`config.mk`:
```
export PLATFORM = sky130hd
export DESIGN_NAME = best_match_least_load_selector
export DESIGN_NICKNAME = d
export VERILOG_FILES = /design/src/hdl/bmls_pkg.sv /design/src/hdl/bmls_queue.sv /design/src/hdl/bmls_front.sv /design/src/hdl/bmls_back.sv /design/src/hdl/best_match_least_load_selector.sv
export SDC_FILE = /design/constraint.sdc
export NUM_CORES = 2
export LEC_CHECK = 0
export BUFFER_PORTS_ARGS = -buffer_cell sky130_fd_sc_hd__buf_2
export CAP_MARGIN = 20
export CORE_MARGIN = 10
export CORE_UTILIZATION = 25
export CTS_CLUSTER_DIAMETER = 50
export DETAILED_ROUTE_END_ITERATION = 7
export SLEW_MARGIN = 30
export SYNTH_ARGS = -nofsm -noshare
export SYNTH_HDL_FRONTEND = slang
export SYNTH_SLANG_ARGS = --single-unit
```
`constraint.sdc`:
```
create_clock -name clk -period 7.23 [get_ports clk]
set_input_delay 0.3615 -clock clk [delete_from_list [all_inputs] [get_ports clk]]
set_output_delay 0.3615 -clock clk [all_outputs]
set_load 0.005 [all_outputs]
```
`src/hdl/bmls_pkg.sv`:
```
package bmls_pkg;

    localparam int DEPTH_W  = 20;
    localparam int LOAD_W   = 16;
    localparam int ID_W     = 16;
    localparam int REASON_W = 2;

    // sized for the largest supported server count (1024)
    localparam int CNT_W_MAX  = 11;
    localparam int ADDR_W_MAX = 10;

    localparam int CURSOR_W  = 64;
    localparam int DIGIT_W   = 4;
    localparam int DIV_STEPS = CURSOR_W / DIGIT_W;
    localparam int STEP_W    = $clog2(DIV_STEPS);

    localparam logic [REASON_W-1:0] REASON_PREFIX = 2'd0;
    localparam logic [REASON_W-1:0] REASON_LOAD   = 2'd1;
    localparam logic [REASON_W-1:0] REASON_RR     = 2'd2;
    localparam logic [REASON_W-1:0] REASON_NONE   = 2'd3;

    typedef struct packed {
        logic [CNT_W_MAX-1:0] count;
        logic [DEPTH_W-1:0]   depth;
        logic                 bank;
    } summary_t;

    typedef struct packed {
        logic                  en;
        logic                  bank;
        logic [ADDR_W_MAX-1:0] addr;
        logic [ID_W-1:0]       id;
    } tie_wr_t;

endpackage

```
`src/hdl/bmls_queue.sv`:
```
module bmls_queue
(
    input  logic               clk,
    input  logic               rst_n,
    input  logic               push,
    input  bmls_pkg::summary_t push_data,
    output logic               ready,
    output bmls_pkg::summary_t head,
    input  logic               pop
);
    import bmls_pkg::*;

    summary_t   slot_reg [0:1];
    logic       wr_ptr_reg;
    logic       wr_ptr_next;
    logic       rd_ptr_reg;
    logic       rd_ptr_next;
    logic [1:0] fill_reg;
    logic [1:0] fill_next;

    always_comb
    begin
        wr_ptr_next = wr_ptr_reg ^ push;
        rd_ptr_next = rd_ptr_reg ^ pop;
        fill_next   = fill_reg + {1'b0, push} - {1'b0, pop};
    end

    always_ff @(posedge clk or negedge rst_n)
    begin
        if (!rst_n)
        begin
            wr_ptr_reg <= 1'b0;
            rd_ptr_reg <= 1'b0;
            fill_reg   <= 2'd0;
        end
        else
        begin
            wr_ptr_reg <= wr_ptr_next;
            rd_ptr_reg <= rd_ptr_next;
            fill_reg   <= fill_next;
        end
    end

    always_ff @(posedge clk)
    begin
        if (push)
        begin
            slot_reg[wr_ptr_reg] <= push_data;
        end
    end

    assign ready = (fill_reg != 2'd0);
    assign head  = slot_reg[rd_ptr_reg];

    a_no_pop_empty: assert property (@(posedge clk) disable iff (!rst_n)
        pop |-> fill_reg != 2'd0)
        else $error("summary queue popped while empty");

    a_no_push_full: assert property (@(posedge clk) disable iff (!rst_n)
        push |-> fill_reg != 2'd2 || pop)
        else $error("summary queue pushed while full");

    a_fill_range: assert property (@(posedge clk) disable iff (!rst_n)
        fill_reg != 2'd3)
        else $error("summary queue fill count out of range");

endmodule

```
`src/hdl/bmls_front.sv`:
```
module bmls_front
#(
    parameter int MAX_SERVERS = 64
)
(
    input  logic               clk,
    input  logic               rst_n,
    input  logic               in_valid,
    output logic               in_stall,
    input  logic               eligible,
    input  logic [19:0]        match_depth,
    input  logic [15:0]        in_flight,
    input  logic [15:0]        server_id,
    input  logic               last,
    output bmls_pkg::tie_wr_t  tie_wr,
    output logic               push,
    output bmls_pkg::summary_t push_data,
    input  logic               release_bank
);
    import bmls_pkg::*;

    localparam int CW = $clog2(MAX_SERVERS + 1);

    logic [DEPTH_W-1:0] best_depth_reg;
    logic [DEPTH_W-1:0] best_depth_next;
    logic [LOAD_W-1:0]  best_load_reg;
    logic [LOAD_W-1:0]  best_load_next;
    logic [CW-1:0]      tie_count_reg;
    logic [CW-1:0]      tie_count_next;
    logic               bank_reg;
    logic               bank_next;
    logic [1:0]         busy_reg;
    logic [1:0]         busy_next;

    logic               accept;
    logic               better;
    logic               equal;
    logic [DEPTH_W-1:0] depth_upd;
    logic [LOAD_W-1:0]  load_upd;
    logic [CW-1:0]      count_upd;

    // both tie banks held by sets still waiting for their pick
    assign in_stall = (busy_reg == 2'd2);
    assign accept   = in_valid && !in_stall;

    always_comb
    begin
        better = (tie_count_reg == '0) || (match_depth > best_depth_reg) ||
                 (match_depth == best_depth_reg && in_flight < best_load_reg);
        equal  = (match_depth == best_depth_reg) && (in_flight == best_load_reg);

        depth_upd = best_depth_reg;
        load_upd  = best_load_reg;
        count_upd = tie_count_reg;
        tie_wr.en   = 1'b0;
        tie_wr.bank = bank_reg;
        tie_wr.addr = ADDR_W_MAX'(tie_count_reg);
        tie_wr.id   = server_id;

        if (accept && eligible)
        begin
            if (better)
            begin
                depth_upd   = match_depth;
                load_upd    = in_flight;
                count_upd   = CW'(1);
                tie_wr.en   = 1'b1;
                tie_wr.addr = '0;
            end
            else if (equal && tie_count_reg < CW'(MAX_SERVERS))
            begin
                count_upd = tie_count_reg + CW'(1);
                tie_wr.en = 1'b1;
            end
        end

        push            = accept && last;
        push_data.count = CNT_W_MAX'(count_upd);
        push_data.depth = depth_upd;
        push_data.bank  = bank_reg;

        if (push)
        begin
            best_depth_next = '0;
            best_load_next  = '0;
            tie_count_next  = '0;
            bank_next       = !bank_reg;
        end
        else
        begin
            best_depth_next = depth_upd;
            best_load_next  = load_upd;
            tie_count_next  = count_upd;
            bank_next       = bank_reg;
        end

        busy_next = busy_reg + {1'b0, push} - {1'b0, release_bank};
    end

    always_ff @(posedge clk or negedge rst_n)
    begin
        if (!rst_n)
        begin
            best_depth_reg <= '0;
            best_load_reg  <= '0;
            tie_count_reg  <= '0;
            bank_reg       <= 1'b0;
            busy_reg       <= 2'd0;
        end
        else
        begin
            best_depth_reg <= best_depth_next;
            best_load_reg  <= best_load_next;
            tie_count_reg  <= tie_count_next;
            bank_reg       <= bank_next;
            busy_reg       <= busy_next;
        end
    end

    a_count_bound: assert property (@(posedge clk) disable iff (!rst_n)
        tie_count_reg <= CW'(MAX_SERVERS))
        else $error("tie count beyond buffer size");

    a_release_owned: assert property (@(posedge clk) disable iff (!rst_n)
        release_bank |-> busy_reg != 2'd0)
        else $error("bank released with none held");

    a_empty_set_clear: assert property (@(posedge clk) disable iff (!rst_n)
        tie_count_reg == '0 |-> best_depth_reg == '0 && best_load_reg == '0)
        else $error("running best kept without any tie");

endmodule

```
`src/hdl/bmls_back.sv`:
```
module bmls_back
#(
    parameter int MAX_SERVERS = 64
)
(
    input  logic               clk,
    input  logic               rst_n,
    input  bmls_pkg::tie_wr_t  tie_wr,
    input  logic               q_ready,
    input  bmls_pkg::summary_t q_head,
    output logic               q_pop,
    output logic               release_bank,
    output logic               out_valid,
    input  logic               out_stall,
    output logic               found,
    output logic [15:0]        chosen_id,
    output logic [1:0]         reason,
    output logic [19:0]        chosen_depth
);
    import bmls_pkg::*;

    localparam int CW        = $clog2(MAX_SERVERS + 1);
    localparam int AW        = (MAX_SERVERS > 1) ? $clog2(MAX_SERVERS) : 1;
    localparam int MEM_DEPTH = 2 ** (AW + 1);

    localparam logic [1:0] S_IDLE = 2'd0;
    localparam logic [1:0] S_DIV  = 2'd1;
    localparam logic [1:0] S_READ = 2'd2;
    localparam logic [1:0] S_LOAD = 2'd3;

    logic [ID_W-1:0]     tie_mem [0:MEM_DEPTH-1];
    logic [ID_W-1:0]     rd_data_reg;

    logic [1:0]          state_reg;
    logic [1:0]          state_next;
    logic [CW-1:0]       cnt_reg;
    logic [CW-1:0]       cnt_next;
    logic [DEPTH_W-1:0]  depth_reg;
    logic [DEPTH_W-1:0]  depth_next;
    logic                bank_reg;
    logic                bank_next;
    logic [AW-1:0]       rd_addr_reg;
    logic [AW-1:0]       rd_addr_next;
    logic [CW-1:0]       rem_reg;
    logic [CW-1:0]       rem_next;
    logic [CURSOR_W-1:0] shift_reg;
    logic [CURSOR_W-1:0] shift_next;
    logic [STEP_W-1:0]   step_reg;
    logic [STEP_W-1:0]   step_next;
    logic [CURSOR_W-1:0] rr_cursor_reg;
    logic [CURSOR_W-1:0] rr_cursor_next;
    logic                out_valid_reg;
    logic                out_valid_next;

    logic                found_reg;
    logic [ID_W-1:0]     chosen_id_reg;
    logic [REASON_W-1:0] reason_reg;
    logic [DEPTH_W-1:0]  chosen_depth_reg;

    logic                load_ok;
    logic                has_tie;
    logic [CW:0]         r;
    logic [DIGIT_W-1:0]  digit;

    always_ff @(posedge clk)
    begin
        if (tie_wr.en)
        begin
            tie_mem[{tie_wr.bank, tie_wr.addr[AW-1:0]}] <= tie_wr.id;
        end
        if (state_reg == S_READ)
        begin
            rd_data_reg <= tie_mem[{bank_reg, rd_addr_reg}];
        end
    end

    assign load_ok = (state_reg == S_LOAD) && (!out_valid_reg || !out_stall);
    assign has_tie = (cnt_reg > CW'(1));

    always_comb
    begin
        // remainder of the cursor by the tie count, one digit per cycle
        digit = shift_reg[CURSOR_W-1 -: DIGIT_W];
        r     = {1'b0, rem_reg};
        for (int i = 0; i < DIGIT_W; i++)
        begin
            r = {r[CW-1:0], digit[DIGIT_W-1-i]};
            if (r >= {1'b0, cnt_reg})
            begin
                r = r - {1'b0, cnt_reg};
            end
        end

        state_next     = state_reg;
        cnt_next       = cnt_reg;
        depth_next     = depth_reg;
        bank_next      = bank_reg;
        rd_addr_next   = rd_addr_reg;
        rem_next       = rem_reg;
        shift_next     = shift_reg;
        step_next      = step_reg;
        rr_cursor_next = rr_cursor_reg;
        q_pop          = 1'b0;

        case (state_reg)
            S_IDLE:
            begin
                if (q_ready)
                begin
                    q_pop        = 1'b1;
                    cnt_next     = q_head.count[CW-1:0];
                    depth_next   = q_head.depth;
                    bank_next    = q_head.bank;
                    rd_addr_next = '0;
                    rem_next     = '0;
                    shift_next   = rr_cursor_reg;
                    step_next    = STEP_W'(DIV_STEPS - 1);
                    if (q_head.count == '0)
                    begin
                        state_next = S_LOAD;
                    end
                    else if (q_head.count == CNT_W_MAX'(1))
                    begin
                        state_next = S_READ;
                    end
                    else
                    begin
                        state_next = S_DIV;
                    end
                end
            end
            S_DIV:
            begin
                rem_next   = r[CW-1:0];
                shift_next = shift_reg << DIGIT_W;
                step_next  = step_reg - STEP_W'(1);
                if (step_reg == '0)
                begin
                    rd_addr_next = r[AW-1:0];
                    state_next   = S_READ;
                end
            end
            S_READ:
            begin
                state_next = S_LOAD;
            end
            S_LOAD:
            begin
                if (load_ok)
                begin
                    if (has_tie)
                    begin
                        rr_cursor_next = rr_cursor_reg + CURSOR_W'(1);
                    end
                    state_next = S_IDLE;
                end
            end
            default:
            begin
                state_next = S_IDLE;
            end
        endcase

        out_valid_next = (out_valid_reg && out_stall) || load_ok;
    end

    assign release_bank = load_ok;

    always_ff @(posedge clk or negedge rst_n)
    begin
        if (!rst_n)
        begin
            state_reg     <= S_IDLE;
            rr_cursor_reg <= '0;
            out_valid_reg <= 1'b0;
        end
        else
        begin
            state_reg     <= state_next;
            rr_cursor_reg <= rr_cursor_next;
            out_valid_reg <= out_valid_next;
        end
    end

    always_ff @(posedge clk)
    begin
        cnt_reg     <= cnt_next;
        depth_reg   <= depth_next;
        bank_reg    <= bank_next;
        rd_addr_reg <= rd_addr_next;
        rem_reg     <= rem_next;
        shift_reg   <= shift_next;
        step_reg    <= step_next;
        if (load_ok)
        begin
            found_reg <= (cnt_reg != '0);
            if (cnt_reg == '0)
            begin
                chosen_id_reg    <= '0;
                chosen_depth_reg <= '0;
                reason_reg       <= REASON_NONE;
            end
            else
            begin
                chosen_id_reg    <= rd_data_reg;
                chosen_depth_reg <= depth_reg;
                if (depth_reg != '0)
                begin
                    reason_reg <= REASON_PREFIX;
                end
                else if (has_tie)
                begin
                    reason_reg <= REASON_RR;
                end
                else
                begin
                    reason_reg <= REASON_LOAD;
                end
            end
        end
    end

    assign out_valid    = out_valid_reg;
    assign found        = found_reg;
    assign chosen_id    = chosen_id_reg;
    assign reason       = reason_reg;
    assign chosen_depth = chosen_depth_reg;

    a_rem_below_count: assert property (@(posedge clk) disable iff (!rst_n)
        state_reg == S_DIV |-> rem_reg < cnt_reg)
        else $error("remainder not below tie count");

    a_div_needs_tie: assert property (@(posedge clk) disable iff (!rst_n)
        state_reg == S_DIV |-> cnt_reg > CW'(1))
        else $error("divide started without a tie");

    a_cursor_hold: assert property (@(posedge clk) disable iff (!rst_n)
        !(load_ok && has_tie) |=> $stable(rr_cursor_reg))
        else $error("cursor moved without a round robin pick");

    a_pick_in_range: assert property (@(posedge clk) disable iff (!rst_n)
        state_reg == S_READ |-> {1'b0, rd_addr_reg} < (AW + 1)'(cnt_reg))
        else $error("tie read beyond recorded entries");

endmodule

```
`src/hdl/best_match_least_load_selector.sv`:
```
// input: one beat per cycle; stalls while both tie buffer banks hold sets awaiting a pick
// result: sets queue for the picker; no winner: load output; one winner: read ties, load;
// with a tie: cursor remainder (4 bits a cycle), read, load; picker takes one set at a time
// reset: asynchronous, clears the running best, tie count, queue, cursor and output valid
// tie id buffer is not cleared; only entries written in the current set are read
module best_match_least_load_selector
#(
    parameter int MAX_SERVERS = 64
)
(
    input  logic        clk,
    input  logic        rst_n,
    input  logic        in_valid,
    output logic        in_stall,
    input  logic        eligible,
    input  logic [19:0] match_depth,
    input  logic [15:0] in_flight,
    input  logic [15:0] server_id,
    input  logic        last,
    output logic        out_valid,
    input  logic        out_stall,
    output logic        found,
    output logic [15:0] chosen_id,
    output logic [1:0]  reason,
    output logic [19:0] chosen_depth
);
    import bmls_pkg::*;

    tie_wr_t  tie_wr;
    summary_t push_data;
    summary_t q_head;
    logic     push;
    logic     q_ready;
    logic     q_pop;
    logic     release_bank;

    bmls_front #(
        .MAX_SERVERS (MAX_SERVERS)
    ) u_front (
        .clk          (clk),
        .rst_n        (rst_n),
        .in_valid     (in_valid),
        .in_stall     (in_stall),
        .eligible     (eligible),
        .match_depth  (match_depth),
        .in_flight    (in_flight),
        .server_id    (server_id),
        .last         (last),
        .tie_wr       (tie_wr),
        .push         (push),
        .push_data    (push_data),
        .release_bank (release_bank)
    );

    bmls_queue u_queue (
        .clk       (clk),
        .rst_n     (rst_n),
        .push      (push),
        .push_data (push_data),
        .ready     (q_ready),
        .head      (q_head),
        .pop       (q_pop)
    );

    bmls_back #(
        .MAX_SERVERS (MAX_SERVERS)
    ) u_back (
        .clk          (clk),
        .rst_n        (rst_n),
        .tie_wr       (tie_wr),
        .q_ready      (q_ready),
        .q_head       (q_head),
        .q_pop        (q_pop),
        .release_bank (release_bank),
        .out_valid    (out_valid),
        .out_stall    (out_stall),
        .found        (found),
        .chosen_id    (chosen_id),
        .reason       (reason),
        .chosen_depth (chosen_depth)
    );

endmodule
```
# Word-level counts from Yosys, hierarchy flattened
# Memories as Yosys holds them, arrays and structs flattened. A register that Yosys moved wholly into a read port is not among the register bits.
# Index checks and enable logic that the tools add are counted.
# Widths: inputs -> output; s select.
[totals]
register_bits = 265
ramBits = 2104
in_bits = 58
out_inout_bits = 41
elab_cells = 130
n_memories = 2
[op_classes]
n_addsub = 11
n_lt_le_gt_ge = 8
n_eq_ne = 10
muxes = 42
n_bitwise = 2
reduce_logical = 33
[memory_table]
columns = ["name", "depth", "word_bits", "rd", "rd_clocked_by_memory_dff", "write_ports", "line", "text"]
rows = [
  ["u_back.tie_mem", 128, 16, 1, 1, 1, "bmls_back.sv:31", "logic [ID_W-1:0] tie_mem [0:MEM_DEPTH-1];"],
  ["u_queue.slot_reg", 2, 28, 1, 0, 1, "bmls_queue.sv:13", "summary_t slot_reg [0:1];"],
]
[op_table]
columns = ["op", "count"]
rows = [
  ["$pmux 64 s2", 1],
  ["$add 64x1->64 const B", 1],
  ["$mux 64", 1],
  ["$mux 7", 9],
  ["$mux 20", 3],
  ["$mux 16", 3],
  ["$ge 8x7->1", 4],
  ["$sub 7x7->7", 4],
  ["$mux 6", 4],
  ["$eq 20x20->1", 1],
  ["$gt 20x20->1", 1],
  ["$reduce_bool 20->1", 1],
  ["$eq 16x16->1", 1],
  ["$lt 16x16->1", 1],
  ["$logic_not 7->1", 2],
  ["$mux 2", 7],
  ["$pmux 7 s2", 1],
  ["$pmux 6 s2", 1],
  ["$eq 11x1->1 const B", 1],
  ["$logic_not 11->1", 1],
  ["$mux 1", 9],
  ["$reduce_and 3->1", 3],
  ["$logic_and 1x1->1", 8],
  ["$pmux 2 s4", 1],
  ["20 further kinds", 37],
]

# Logic depth before layout (Yosys ltp)
[logic_depth]
word_depth = 10
mapped_depth = 36

# Cells and area by module
# From an unflattened synthesis, not the netlist that was laid out.
[hier_totals]
hier_cells = 4398
hier_area_um2 = 95031.1
[by_module_without_submodules]
columns = ["module", "n_inst", "cells_each", "area_each_um2", "seq_area_each_um2"]
rows = [
  ["bmls_back", 1, 3874, 88937.8, 68100.3],
  ["bmls_front", 1, 409, 3427.0, 1151.1],
  ["bmls_queue", 1, 115, 2666.3, 2021.9],
]

# Worst setup path before layout
# OpenSTA, ideal clock, no wires.
[synth_path]
path_kind = "reg2reg"
start = "reg u_back.cnt_reg[0]"
end = "reg u_back.rd_addr_reg[1], data pin"
setup_ns = 0.262
arrival_ns = 7.257
required_ns = 6.968
slack_ns = -0.290
stages_incl_launch_ff = 34
synth_period_minus_slack_ns = 7.520
path_cell_list = "edfxtp_1 ha_1 inv_1 fa_1 a211oi_2 o211ai_1 a211o_1 buf_2 mux2_2 ha_1 nor2b_1 o31a_1 o31ai_1 and2_1 clkbuf_1 mux2_2 fa_1 nor2b_1 o21ai_0 a31oi_1 o21ai_0 o311ai_0 nor2_2 mux2i_1 fa_1 a21o_1 a21oi_1 o21bai_1 a21oi_1 o21ai_0 a21oi_1 o211ai_2 mux2i_1 nor2_1"
[synth_via]
elab_chain_len = 10
word_cells_on_any_way = 14
[synth_lines]
columns = ["element", "line", "text"]
rows = [
  ["start, declared", "bmls_back.sv:36", "logic [CW-1:0] cnt_reg;"],
  ["start signal, assigned", "bmls_back.sv:187", "cnt_reg <= cnt_next;"],
  ["$sub 7x7->7 / $ge 8x7->1 (equally long branches)", "bmls_back.sv:90, bmls_back.sv:88", ""],
  ["$mux 7", "bmls_back.sv:88", "if (r >= {1'b0, cnt_reg})"],
  ["$sub 7x7->7 / $ge 8x7->1 (equally long branches)", "bmls_back.sv:90, bmls_back.sv:88", ""],
  ["$mux 7", "bmls_back.sv:88", ""],
  ["$ge 8x7->1 / $sub 7x7->7 (equally long branches)", "bmls_back.sv:88, bmls_back.sv:90", ""],
  ["$mux 7", "bmls_back.sv:88", ""],
  ["$sub 7x7->7 / $ge 8x7->1 (equally long branches)", "bmls_back.sv:90, bmls_back.sv:88", ""],
  ["$mux 7 (*)", "bmls_back.sv:88", ""],
  ["$mux 6 (*)", "bmls_back.sv:137", "if (step_reg == '0)"],
  ["$pmux 6 s2 (*)", "bmls_back.sv:105", "case (state_reg)"],
  ["end signal, assigned", "bmls_back.sv:190", "rd_addr_reg <= rd_addr_next;"],
  ["end, declared", "bmls_back.sv:42", "logic [AW-1:0] rd_addr_reg;"],
]
# Every way passes the cells marked *; elsewhere a longest branch is shown, timed or not. The select of a mux whose other input is x is not followed.
# A chain may end at the register's enable or synchronous reset.

# Worst setup path in the final report
[layout_path]
start = "reg u_back.shift_reg[63]"
end = "reg u_back.rem_reg[3], data pin"
[layout_via]
elab_chain_len = 9
word_cells_on_any_way = 13
[layout_lines]
columns = ["element", "line", "text"]
rows = [
  ["start, declared", "bmls_back.sv:46", "logic [CURSOR_W-1:0] shift_reg;"],
  ["start signal, assigned", "bmls_back.sv:192", "shift_reg <= shift_next;"],
  ["$sub 7x7->7 / $ge 8x7->1 (equally long branches)", "bmls_back.sv:90, bmls_back.sv:88", ""],
  ["$mux 7 (*)", "bmls_back.sv:88", ""],
  ["$sub 7x7->7 / $ge 8x7->1 (equally long branches)", "bmls_back.sv:90, bmls_back.sv:88", ""],
  ["$mux 7 (*)", "bmls_back.sv:88", ""],
  ["$sub 7x7->7 / $ge 8x7->1 (equally long branches)", "bmls_back.sv:90, bmls_back.sv:88", ""],
  ["$mux 7 (*)", "bmls_back.sv:88", ""],
  ["$sub 7x7->7 / $ge 8x7->1 (equally long branches)", "bmls_back.sv:90, bmls_back.sv:88", ""],
  ["$mux 7 (*)", "bmls_back.sv:88", ""],
  ["$pmux 7 s2 (*)", "bmls_back.sv:105", ""],
  ["end signal, assigned", "bmls_back.sv:191", "rem_reg <= rem_next;"],
  ["end, declared", "bmls_back.sv:44", "logic [CW-1:0] rem_reg;"],
]
# Every way passes the cells marked *; elsewhere a longest branch is shown, timed or not.

==> impl_table.tex <==
\begin{tabular}{lr}
\hline
Metric & Value \\
\hline
\multicolumn{2}{l}{\textbf{Logic synthesis}} \\
\#FFs+latches synth & 2,385 \\
Count of mapped cells out of synthesis & 4,254 \\
Most area-consuming cells after synthesis & sky130\_fd\_sc\_hd\_\_edfxtp\_1 (72\%), sky130\_fd\_sc\_hd\_\_mux4\_2 (16\%), sky130\_fd\_sc\_hd\_\_dfrtp\_1 (3.1\%) \\
Synth warnings & 0 \\
Number of enable-type register cells in the synthesized netlist & roughly 2,300 \\
Yosys cell types & 67 \\
Most common library cells after synthesis & sky130\_fd\_sc\_hd\_\_edfxtp\_1 (2,268), sky130\_fd\_sc\_hd\_\_mux4\_2 (672), sky130\_fd\_sc\_hd\_\_nor2\_1 (155), sky130\_fd\_sc\_hd\_\_mux2\_2 (136), sky130\_fd\_sc\_hd\_\_clkbuf\_1 (123) \\
Synthesized area divided by synthesized cell count & about 22 um\^{}2 \\
Post-synthesis instance area & about 94,000 um\^{}2 \\
Proportion of register bits with asynchronous set or reset after synthesis & 0.04906 \\
Sequential area share after synthesis & 0.7559 \\
Top cell type's share of synthesized area & 0.7247 \\
Leading register cell type out of synthesis & sky130\_fd\_sc\_hd\_\_edfxtp\_1 \\
Cell with the most instances after synthesis & sky130\_fd\_sc\_hd\_\_edfxtp\_1 \\
Number of nets produced by synthesis & approximately 4,400 \\
Cell type with the largest total area after synthesis & sky130\_fd\_sc\_hd\_\_edfxtp\_1 \\
\multicolumn{2}{l}{\textbf{Min path}} \\
Hold path depth & 1 \\
Worst min-delay path class & in -> reg \\
\multicolumn{2}{l}{\textbf{Clock network}} \\
CTS root buffer & sky130\_fd\_sc\_hd\_\_clkbuf\_16 \\
TritonCTS Buffers & 239 \\
TritonCTS clock tree & yes \\
Deepest clock path buffer count & 3 \\
CTS H-tree depth & 4 \\
Number of clock sinks & $\sim$2,400 \\
Clk pin slew, worst setup/hold paths & 0.06 ns \\
Insertion delay to the later sink of the worst-skew pair & 0.89 ns \\
\multicolumn{2}{l}{\textbf{Final layout}} \\
Flip-flop count of the largest register, all copies and words added & 2,048 \\
Layout Area Growth over Synthesis & 18.28\% \\
Post-layout net count & about 4,800 \\
Fraction of layout cells with a size suffix above 1 & 0.3277 \\
Summed area of non-filler cells in the final layout & 111,200 um\^{}2 \\
\multicolumn{2}{l}{\textbf{Outcome}} \\
Outcome & finished, final reports clean \\
\multicolumn{2}{l}{\textbf{Power}} \\
Leakage power total & 35.01 nW \\
Power per unit of standard cell area & 426.9 nW/um\^{}2 \\
Max IR drop VDD & 1.437 mV \\
\multicolumn{2}{l}{\textbf{Critical path}} \\
Worst Path Required & 7.76 ns \\
Worst EP arrival & 7.70 ns \\
Length in cells of the worst reg-to-reg path & 33 \\
Kind of critical path & reg -> reg \\
Crit end category & flip-flop \\
Startpoint kind of the worst setup timing path & flip-flop \\
Delay of the slowest cell on the worst path & 0.39 ns \\
Maximum net fanout on the critical path & 6 \\
Worst path slowest cell & sky130\_fd\_sc\_hd\_\_edfxtp\_1 \\
\multicolumn{2}{l}{\textbf{GRT}} \\
Global-route met2 utilization & 0.1823 \\
Met1 Resource Use GR & 0.1532 \\
Aggregate global-route resource usage & 0.1109 \\
Initial antenna violation count & 27 \\
Met3 layer usage reported by global route & 0.01955 \\
Remaining Overflow, GRT & 0 \\
Most utilized layer in the global route result & met2 \\
Largest net degree at the start of global routing & around 120 \\
Wire length of the first global-routing pass & around 330,000 um \\
Via count of the first global-routing pass & 46,160 \\
\multicolumn{2}{l}{\textbf{STA}} \\
Slew at the pin closest to its max-slew limit & 0.9894 ns \\
Final worst-path cycle share & 0.9912 \\
Final sum of negative setup slack & 0 ns \\
Setup repair after global routing missed its margin & yes \\
Final hold vios & 0 \\
Final Setup Violations & 0 \\
Minimum clock period & 7.167 ns \\
Slew Limit Headroom & 0.3404 \\
Max Freq & 139.5 MHz \\
Worst setup margin & 0.06335 ns \\
Max-slew violation count & 0 \\
Clock skew after layout & 0.09833 ns \\
\multicolumn{2}{l}{\textbf{Die}} \\
Die ar. & 400,800 um\^{}2 \\
Core Area & 375,000 um\^{}2 \\
Number of rows created at floorplan & 225 \\
Height of the die & 633.1 um \\
Number of top-level pins & 99 \\
Chip width & $\sim$630 um \\
Initial Util & 0.2506 \\
\multicolumn{2}{l}{\textbf{Route}} \\
Initial DRC Count & approximately 4,600 \\
Remaining antenna violation count after routing & 0 \\
Drt first pass iters & 6 \\
Overall routed net length & 228,500 um \\
Count of vias placed by the detailed router & 44,770 \\
Drt wl/cell & 23.02 um \\
DR vias/cell & roughly 4.5 \\
DRC Markers & 0 \\
\multicolumn{2}{l}{\textbf{Placement}} \\
Setup WS pre-CTS & -0.5815 ns \\
Routability cong. & 0.7743 \\
Post-place instance area & 102,300 um\^{}2 \\
DPL Wire Length & 138,100 um \\
Count of buffers inserted at the top-level ports & just under 100 \\
\multicolumn{2}{l}{\textbf{Job}} \\
Maximum capacitance violations & 0 \\
\hline
\end{tabular}
==> through the flow <==
step,power (mW),util,hold WS (ns),cells
after global placement,33.31,0.2724,0.3669,9388
after floorplan,27.37,-,0.06591,4254
final,47.45,0.2964,0.06827,9925
after detailed placement,33.53,0.2727,0.3722,9393
after CTS,47.04,0.2959,0.02099,9908
after global routing,49.54,0.2964,0.06456,9917
==> repair_timing <==
item / 4_1_cts / 5_1_grt
buffers inserted: 13 / 4
hold buffers: 48 / 0
gates cloned: 1 / 0
hold endpoints to repair: 431 / 0
gates resized for setup: 26 / 21
pin swaps: 19 / 24
setup endpoints to repair: 13 / 13
==> cell families after synthesis <==
family                     share of synthesized area
adders and majority gates                    0.01124
DFF                                           0.7559
muxes                                         0.1783
xor gates and xnor gates                    0.008201
AOI/OAI and AO/OA                           0.008854
buffers and inverters                        0.01161
and+or+nand+nor                              0.02595
==> placed cells by master (no fill, tap or decap), drive strengths merged, types with 13 or more instances in the layout <==
cell type	count
buf	362
o21ai	21
nand2	64
dlygate4sd3	48
ha	78
o31ai	18
inv	91
edfxtp	2268
nand3	57
nor2	157
clkinvlp	13
bufinv	23
and3	17
and2	28
nor2b	57
clkinv	111
dfrtp	117
xnor2	64
xor2	24
nand4	30
clkbuf	292
mux2	136
a21oi	24
mux4	672
nor3	37
==> per-layer routing <==
| metal | up-vias | routed length, um |
|---|---|---|
| li1 | 18730 | - |
| met5 | - | 123 |
| met4 | 18 | 5017 |
| met3 | 324 | 15200 |
| met1 | 24200 | 97580 |
| met2 | 1505 | 110600 |
==> layout make-up <==
type | instances | area (um^2)
Antenna cell | 12 | 30.03
Clock buffer | 292 | 6302
Clock inverter | 161 | 1678
Fill cell | 36120 | 263800
Inverter | 77 | 289.0
Multi-Input combinational cell | 1594 | 22330
Sequential cell | 2385 | 71030
Tap cell | 4994 | 6248
Timing Repair Buffer | 410 | 3252
==> critical path: cells and delay by family (launching register included) <==
kind | cells | cell delay, ns
buffers and inverters | 3 | 0.28
AO/OA/AOI/OAI | 16 | 2.94
AND/OR/NAND/NOR | 5 | 0.77
adder cells (fa/ha/maj) | 5 | 1.29
multiplexers | 4 | 1.14
flip-flops | 1 | 0.39
==> power breakdown <==
group          internal, mW  total, mW  switching, mW
combinational          8.94       18.6           9.65
sequential             16.2       16.5          0.308
clock                  7.06       12.4           5.32
==> path summary, 6_finish.rpt <==
check | from | end | slack (ns)
worst min-delay path | server_id[4] | u_back.tie_mem[89][4] | 0.07
min in group asynchronous | rst_n | u_front.best_depth_reg[6] | 0.10
worst max-delay path | u_back.shift_reg[63] | u_back.rem_reg[3] | 0.06
max in group asynchronous | rst_n | u_front.best_depth_reg[18] | 5.97
worst max register to register | u_back.shift_reg[63] | u_back.rem_reg[3] | 0.06
worst min register to register | u_back.rr_cursor_reg[63] | u_back.rr_cursor_reg[63] | 0.47
(Power assumes the default switching activity.)
